<file path="src/rtl/crri_pkg.sv">
// Shared types, operation codes and decode functions for the CIGAR
// reference-to-read index locator. No dependencies.
package crri_pkg;

    localparam int OP_W     = 4;
    localparam int LEN_W    = 28;
    localparam int COORD_W  = 32;
    localparam int INDEX_W  = 32;
    localparam int SUM_W    = COORD_W + 2;

    localparam logic [OP_W-1:0] OP_MATCH     = 4'd0;
    localparam logic [OP_W-1:0] OP_INS       = 4'd1;
    localparam logic [OP_W-1:0] OP_DEL       = 4'd2;
    localparam logic [OP_W-1:0] OP_SKIP      = 4'd3;
    localparam logic [OP_W-1:0] OP_SOFT_CLIP = 4'd4;
    localparam logic [OP_W-1:0] OP_HARD_CLIP = 4'd5;
    localparam logic [OP_W-1:0] OP_PAD       = 4'd6;
    localparam logic [OP_W-1:0] OP_EQUAL     = 4'd7;
    localparam logic [OP_W-1:0] OP_DIFF      = 4'd8;

    localparam logic signed [SUM_W-1:0] REF_MAX = 34'sd2147483647;

    typedef struct packed {
        logic [OP_W-1:0]           op;
        logic [LEN_W-1:0]          len;
        logic                      first;
        logic                      last;
        logic signed [COORD_W-1:0] align_start;
        logic signed [COORD_W-1:0] ref_coord;
    } t_elem;

    typedef struct packed {
        logic                 found;
        logic [INDEX_W-1:0]   read_index;
        logic [OP_W-1:0]      element_op;
    } t_result;

    function automatic logic eats_read(input logic [OP_W-1:0] op);
        logic res;
        case (op) inside
            OP_MATCH, OP_INS, OP_SOFT_CLIP, OP_EQUAL, OP_DIFF: res = 1'b1;
            default: res = 1'b0;
        endcase
        return res;
    endfunction

    function automatic logic eats_ref(input logic [OP_W-1:0] op);
        logic res;
        case (op) inside
            OP_MATCH, OP_DEL, OP_SKIP, OP_SOFT_CLIP, OP_EQUAL, OP_DIFF: res = 1'b1;
            default: res = 1'b0;
        endcase
        return res;
    endfunction

endpackage

</file>
<file path="src/rtl/crri_in_stage.sv">
// Input register for CIGAR elements with its valid flag.
// Depends on crri_pkg.
module crri_in_stage
    import crri_pkg::*;
(
    input  logic  i_clk,
    input  logic  i_rst_n,
    input  logic  i_valid,
    output logic  o_ready,
    input  t_elem i_elem,
    output logic  o_valid,
    output t_elem o_elem,
    input  logic  i_pop
);

    logic  r_valid;
    logic  n_valid;
    t_elem r_elem;

    assign o_ready = !r_valid || i_pop;
    assign n_valid = o_ready ? i_valid : r_valid;
    assign o_valid = r_valid;
    assign o_elem  = r_elem;

    always_ff @(posedge i_clk) begin
        if (!i_rst_n) begin
            r_valid <= 1'b0;
        end else begin
            r_valid <= n_valid;
        end
    end

    always_ff @(posedge i_clk) begin
        if (i_valid && o_ready) begin
            r_elem <= i_elem;
        end
    end

endmodule

</file>
<file path="src/rtl/crri_locate.sv">
// Running read and reference positions and the bracketing test for one element.
// Depends on crri_pkg.
module crri_locate
    import crri_pkg::*;
(
    input  logic    i_clk,
    input  logic    i_rst_n,
    input  logic    i_elem_valid,
    input  t_elem   i_elem,
    output logic    o_elem_pop,
    input  logic    i_res_ready,
    output logic    o_res_valid,
    output t_result o_res
);

    logic [INDEX_W-1:0]        r_read;
    logic signed [COORD_W-1:0] r_ref;
    logic signed [COORD_W-1:0] r_tgt;
    logic                      r_ans;

    logic [INDEX_W-1:0]        n_read;
    logic signed [COORD_W-1:0] n_ref;
    logic signed [COORD_W-1:0] n_tgt;
    logic                      n_ans;

    logic [INDEX_W-1:0]        eff_read;
    logic signed [COORD_W-1:0] eff_ref;
    logic signed [COORD_W-1:0] eff_tgt;
    logic                      eff_ans;
    logic                      cr;
    logic                      cf;
    logic signed [SUM_W-1:0]   ref_x;
    logic signed [SUM_W-1:0]   tgt_x;
    logic signed [SUM_W-1:0]   last_ref;
    logic signed [SUM_W-1:0]   offset;
    logic [INDEX_W-1:0]        read_next;
    logic signed [COORD_W-1:0] ref_next;
    logic                      hit;
    logic                      go;

    assign go         = i_elem_valid && i_res_ready;
    assign o_elem_pop = go;

    always_comb begin
        eff_read = i_elem.first ? '0 : r_read;
        eff_ref  = i_elem.first ? i_elem.align_start : r_ref;
        eff_tgt  = i_elem.first ? i_elem.ref_coord : r_tgt;
        eff_ans  = i_elem.first ? 1'b0 : r_ans;
        cr       = eats_read(i_elem.op);
        cf       = eats_ref(i_elem.op);

        ref_x    = SUM_W'(eff_ref);
        tgt_x    = SUM_W'(eff_tgt);
        last_ref = ref_x + (cf ? $signed({6'd0, i_elem.len}) : '0);
        offset   = tgt_x - ref_x;
        read_next = eff_read + (cr ? {4'd0, i_elem.len} : '0);
        ref_next  = (last_ref > REF_MAX) ? COORD_W'(REF_MAX) : last_ref[COORD_W-1:0];
        hit       = (ref_x <= tgt_x) && (tgt_x < last_ref);

        o_res.found      = hit;
        o_res.read_index = '0;
        o_res.element_op = '0;
        if (hit) begin
            o_res.read_index = cr ? (eff_read + offset[INDEX_W-1:0]) : read_next;
            o_res.element_op = i_elem.op;
        end
        o_res_valid = go && !eff_ans && (hit || i_elem.last);

        n_read = r_read;
        n_ref  = r_ref;
        n_tgt  = r_tgt;
        n_ans  = r_ans;
        if (go) begin
            n_tgt = eff_tgt;
            if (eff_ans) begin
                n_read = eff_read;
                n_ref  = eff_ref;
                n_ans  = 1'b1;
            end else begin
                n_read = read_next;
                n_ref  = ref_next;
                n_ans  = hit || i_elem.last;
            end
        end
    end

    always_ff @(posedge i_clk) begin
        if (!i_rst_n) begin
            r_read <= '0;
            r_ref  <= '0;
            r_tgt  <= '0;
            r_ans  <= 1'b0;
        end else begin
            r_read <= n_read;
            r_ref  <= n_ref;
            r_tgt  <= n_tgt;
            r_ans  <= n_ans;
        end
    end

endmodule

</file>
<file path="src/rtl/crri_out_reg.sv">
// Result register that holds one word until the downstream side takes it.
// Depends on crri_pkg.
module crri_out_reg
    import crri_pkg::*;
(
    input  logic    i_clk,
    input  logic    i_rst_n,
    input  logic    i_valid,
    output logic    o_ready,
    input  t_result i_res,
    output logic    o_valid,
    input  logic    i_ready,
    output t_result o_res
);

    logic    r_valid;
    logic    n_valid;
    t_result r_res;

    assign o_ready = !r_valid || i_ready;
    assign n_valid = o_ready ? i_valid : r_valid;
    assign o_valid = r_valid;
    assign o_res   = r_res;

    always_ff @(posedge i_clk) begin
        if (!i_rst_n) begin
            r_valid <= 1'b0;
        end else begin
            r_valid <= n_valid;
        end
    end

    always_ff @(posedge i_clk) begin
        if (i_valid && o_ready) begin
            r_res <= i_res;
        end
    end

endmodule

</file>
<file path="src/rtl/cigar_ref_to_read_index.sv">
// Top level of the CIGAR reference-to-read index locator.
// Depends on crri_pkg, crri_in_stage, crri_locate and crri_out_reg.
//
//  Channel   Direction  Word contents
//  s_axis    in         tdata: op[3:0] len[31:4] start[63:32] target[95:64];
//                       tuser: first element; tlast: last element
//  m_axis    out        tdata: read index[31:0] op[35:32]; tuser: found
//
// One element is taken per cycle while the result register can accept a result.
// Running positions update from the element in the input register, which sets the rate.
// Reset is synchronous and clears the valid flags and the running positions.
// A stalled output holds the result register and then the input register.
module cigar_ref_to_read_index
    import crri_pkg::*;
(
    input  logic        i_clk,
    input  logic        i_rst_n,
    input  logic        i_s_axis_tvalid,
    output logic        o_s_axis_tready,
    input  logic [95:0] i_s_axis_tdata,   // cigar_op, op_length, alignment_start, ref_coord
    input  logic        i_s_axis_tlast,   // last_element
    input  logic        i_s_axis_tuser,   // first_element
    output logic        o_m_axis_tvalid,
    input  logic        i_m_axis_tready,
    output logic [39:0] o_m_axis_tdata,   // read_index, element_op, zero fill
    output logic        o_m_axis_tuser    // found
);

    t_elem   in_elem;
    t_elem   st_elem;
    logic    st_valid;
    logic    st_pop;
    logic    res_valid;
    logic    res_ready;
    t_result res;
    t_result out_res;

    always_comb begin
        in_elem.op          = i_s_axis_tdata[3:0];
        in_elem.len         = i_s_axis_tdata[31:4];
        in_elem.first       = i_s_axis_tuser;
        in_elem.last        = i_s_axis_tlast;
        in_elem.align_start = i_s_axis_tdata[63:32];
        in_elem.ref_coord   = i_s_axis_tdata[95:64];
    end

    crri_in_stage u_in_stage (
        .i_clk   (i_clk),
        .i_rst_n (i_rst_n),
        .i_valid (i_s_axis_tvalid),
        .o_ready (o_s_axis_tready),
        .i_elem  (in_elem),
        .o_valid (st_valid),
        .o_elem  (st_elem),
        .i_pop   (st_pop)
    );

    crri_locate u_locate (
        .i_clk        (i_clk),
        .i_rst_n      (i_rst_n),
        .i_elem_valid (st_valid),
        .i_elem       (st_elem),
        .o_elem_pop   (st_pop),
        .i_res_ready  (res_ready),
        .o_res_valid  (res_valid),
        .o_res        (res)
    );

    crri_out_reg u_out_reg (
        .i_clk   (i_clk),
        .i_rst_n (i_rst_n),
        .i_valid (res_valid),
        .o_ready (res_ready),
        .i_res   (res),
        .o_valid (o_m_axis_tvalid),
        .i_ready (i_m_axis_tready),
        .o_res   (out_res)
    );

    assign o_m_axis_tdata = {4'd0, out_res.element_op, out_res.read_index};
    assign o_m_axis_tuser = out_res.found;

endmodule

</file>
<file path="config.mk">
export PLATFORM = sky130hd
export DESIGN_NAME = cigar_ref_to_read_index
export DESIGN_NICKNAME = d
export VERILOG_FILES = /design/src/rtl/crri_pkg.sv /design/src/rtl/crri_in_stage.sv /design/src/rtl/crri_locate.sv /design/src/rtl/crri_out_reg.sv /design/src/rtl/cigar_ref_to_read_index.sv
export SDC_FILE = /design/constraint.sdc
export NUM_CORES = 1
export LEC_CHECK = 0
export ABC_AREA = 1
export BUFFER_PORTS_ARGS = -buffer_cell sky130_fd_sc_hd__buf_4
export CAP_MARGIN = 30
export CORE_AREA = 2 2 208 210
export CTS_CLUSTER_DIAMETER = 40
export DETAILED_ROUTE_END_ITERATION = 16
export DIE_AREA = 0 0 210 212
export PLACE_DENSITY_LB_ADDON = 0.3
export SLEW_MARGIN = 20
export SYNTH_ARGS = -nofsm -noshare
export SYNTH_HDL_FRONTEND = slang
export SYNTH_SLANG_ARGS = --single-unit
export TNS_END_PERCENT = 30
</file>
<file path="constraint.sdc">
create_clock -name i_clk -period 7.23 [get_ports i_clk]
set_input_delay 1.0845 -clock i_clk [delete_from_list [all_inputs] [get_ports i_clk]]
set_output_delay 1.0845 -clock i_clk [all_outputs]
set_load 0.1 [all_outputs]
</file>
==> flow_metrics.py <==
metrics = {
    "status": {
        "status": "completed",
    },
    "synthesis": {
        "avgSynthCellArea_sq_um": 7.94,
        "syn_area_sq_mm": 0.0167,
        "yosys_most_used_dff": "edfxtp_1",
        "ys_warn_count": 0,
        "synth-seq-cells": 234,
        "synth-edff-count": 135,
        "async_reset_ff_share_pct": 0,
        "synth_cell_types": 55,
        "seq_area_frac_synth_pct": 36.2,
        "synth_compound_area_share_pct": 16.6,
        "synth-xor-area-share_pct": 3.29,
        "yosysTopAreaCellShare_pct": 24.3,
        "synth_cells": 2102,
        "synth_fa_ha_area_share_pct": 15.2,
        "synthSimpleGateAreaFrac_pct": 19.2,
        "synth.area.top_cells": "edfxtp_1 24%, dfxtp_1 12%, ha_1 11%",
        "synth_top_area_cell": "edfxtp_1",
        "synthMuxAreaShare_pct": 0.0600,
        "synth_top_family_by_area": "simple AND/OR/NAND/NOR gates",
    },
    "clock_tree": {
        "clk_path_buf_depth": 3,
        "clockRootBuffer": "clkbuf_16",
        "numCtsBuffers": 42,
        "clk_latency_ns": 0.57,
        "htree_levels": 2,
        "postCtsSetupRepairBufs": 0,
        "cts_resized": 0,
        "holdBufCountCts": 0,
        "clk_pin_slew_ns": 0.06,
        "cts_tree": "built",
        "cts.sinks": 234,
    },
    "finish": {
        "syn2layout_area_growth_pct": 18.7,
        "postLayoutCellArea_sq_mm": 0.0198,
        "nets": 2534,
        "layout_commonest_cell": "nand2_1",
        "final_cell_mix": "379 x nand2_1, 321 x inv_1, 192 x a21oi_1, 165 x nor2_1, 163 x buf_4",
        "fin_util_pct": 46.6,
        "diodes": 0,
        "fill_cells": 4132,
        "layout-drive-gt1-share_pct": 15.7,
    },
    "placed_design": {
        "hpwl_um": 39400,
        "postPlaceCellArea_sq_mm": 0.0183,
        "place.gp.congestion": 0.939,
        "port_buffers": 140,
    },
    "setup_path": {
        "slowest_stage": "edfxtp_1",
        "cp_max_fo": 37,
        "crit_arrival_ns": 6.01,
        "worstSetupPathType": "reg2reg",
        "cpMostUsedCell": "nand2_1",
        "end_kind": "register",
        "slowest_delay_ns": 0.43,
        "start_kind": "register",
        "crit_required_ns": 7.44,
    },
    "floorplan": {
        "num_rows": 76,
        "dieArea_sq_mm": 0.0445,
        "coreArea_sq_mm": 0.0425,
        "die_x_um": 210,
        "io_pins": 145,
        "fp.dieH_um": 212,
        "start_util_pct": 39.3,
    },
    "power_and_ir_drop": {
        "swShare_pct": 35.5,
        "ir_drop_mv": 0.169,
        "power_mw": 5.13,
        "p_seq_share_pct": 30.2,
        "p_leak_nw": 9.62,
        "power_frac_comb_pct": 30.0,
        "clkPwrFrac_pct": 39.8,
        "power.density_mw_per_mm2": 259,
        "switchingPower_mw": 1.82,
        "p_int_mw": 3.31,
    },
    "detailed_routing": {
        "wl_per_cell_um": 17.8,
        "drtIter0Drc": 1123,
        "finalWirelength_um": 50300,
        "antenna_left": 0,
        "drcViolationCount": 0,
        "firstDrtPassIters": 5,
        "via_count": 14600,
        "via_per_inst": 5.18,
    },
    "sta": {
        "min_period_ns": 5.80,
        "finClkSkew_ns": 0.0314,
        "hold_violations": 0,
        "rsz0062_at_grt": "no",
        "period_share_pct": 80.3,
        "max_slew_margin_pct": 36.2,
        "setup_viol": 0,
        "hold_ws_ns": 0.459,
        "setup_tns_ns": 0,
        "max_freq_mhz": 172,
        "worstMarginPinSlew_ns": 0.946,
        "slew_viol_final": 0,
    },
    "global_routing": {
        "antenna_found_initial": 0,
        "grt.overflow.total": 0,
        "grt_pass1_vias": 14300,
        "grt.total_usage_pct": 22.8,
        "grt_first_pass_wirelength_um": 78800,
        "grt_max_degree": 82,
    },
    "hold_path": {
        "hold_class": "reg2reg",
    },
    "job": {
        "maxCapViolations": 0,
    },
}
[layer usage]
metal	global-route usage (%)	routed length, um	vias up
met5	0	0	-
met4	7.48	1340	0
met3	3.19	3500	72
met2	34.7	21300	470
met1	33.4	24100	6799
li1	-	-	7305
[sequential cells by signal (all words and copies together) (netlist names)]
| name | cells |
|---|---|
| u_locate.r_ref | 32 |
| u_in_stage.o_valid | 1 |
| u_locate.r_tgt | 32 |
| u_locate.r_read | 32 |
| u_in_stage.o_elem | 98 |
| u_out_reg.o_valid | 1 |
| u_locate.r_ans | 1 |
| u_out_reg.o_res | 37 |
[critical path: cells and delay by family (launching register included)]
| kind | cells | cell delay (ns) |
|---|---|---|
| AOI/OAI and AO/OA | 7 | 1.15 |
| xor gates and xnor gates | 1 | 0.13 |
| adders and majority gates | 3 | 0.94 |
| buffers and inverters | 4 | 0.90 |
| DFF | 1 | 0.43 |
| and+or+nand+nor | 20 | 1.85 |
[power by group through the flow]
stage	Sequential, mW	Combinational, mW	Clock [mW]
floorplan	1.66	1.02	0
global placement	1.57	1.49	0
detailed placement	1.58	1.51	0
CTS	1.55	1.52	2.08
global route	1.56	1.72	2.14
finish	1.55	1.54	2.04
[Yosys cell counts, types with 7 or more instances]
cell type / n
a211oi_1: 13
a21o_1: 9
a21oi_1: 192
a21oi_2: 23
a31oi_1: 11
buf_2: 11
clkbuf_1: 47
dfxtp_1: 99
edfxtp_1: 135
fa_1: 33
ha_1: 150
inv_1: 324
nand2_1: 379
nand2_2: 10
nand3_1: 92
nand4_1: 18
nor2_1: 166
nor3_1: 12
o211ai_1: 32
o21a_1: 7
o21ai_0: 135
o21ai_1: 15
o21bai_1: 8
or2_2: 49
xnor2_1: 24
xor2_1: 35
[layout make-up]
| cell class | count | area [sq um] | share of cell area [%] |
|---|---|---|---|
| clock buffers | 49 | 1140 | 5.76 |
| multi-input cells | 1470 | 9100 | 45.9 |
| flip-flops and latches | 234 | 6040 | 30.5 |
| repair buffers | 171 | 1290 | 6.49 |
| well taps | 546 | 683 | 3.45 |
| clock inverters | 29 | 323 | 1.63 |
| inverters | 330 | 1240 | 6.26 |
[cell families after synthesis]
group / after synthesis
AOI/OAI and AO/OA: 475
xor gates and xnor gates: 61
adders and majority gates: 183
buffers and inverters: 401
DFF: 234
muxes: 1
other: 1
and+or+nand+nor: 746
[per-stage QoR]
stage	setup WS [ns]	std cells
floorplan	1.48	2105
finish	1.43	2829
detailed placement	1.44	2746
CTS	1.40	2824
global placement	1.58	2743
global route	0.959	2829
[path summary, 6_finish.rpt]
path | endpoint | depth (start not counted) | start | slack, ns
setup reg to reg | u_out_reg.o_res[3] | 35 | u_in_stage.o_elem[95] | 1.43
hold reg to reg | u_locate.r_read[1] | 2 | u_locate.r_read[1] | 0.46
hold / removal | u_locate.r_read[1] | 2 | u_locate.r_read[1] | 0.46
setup / recovery | u_out_reg.o_res[3] | 35 | u_in_stage.o_elem[95] | 1.43
Power figures use the tool's default switching activity.
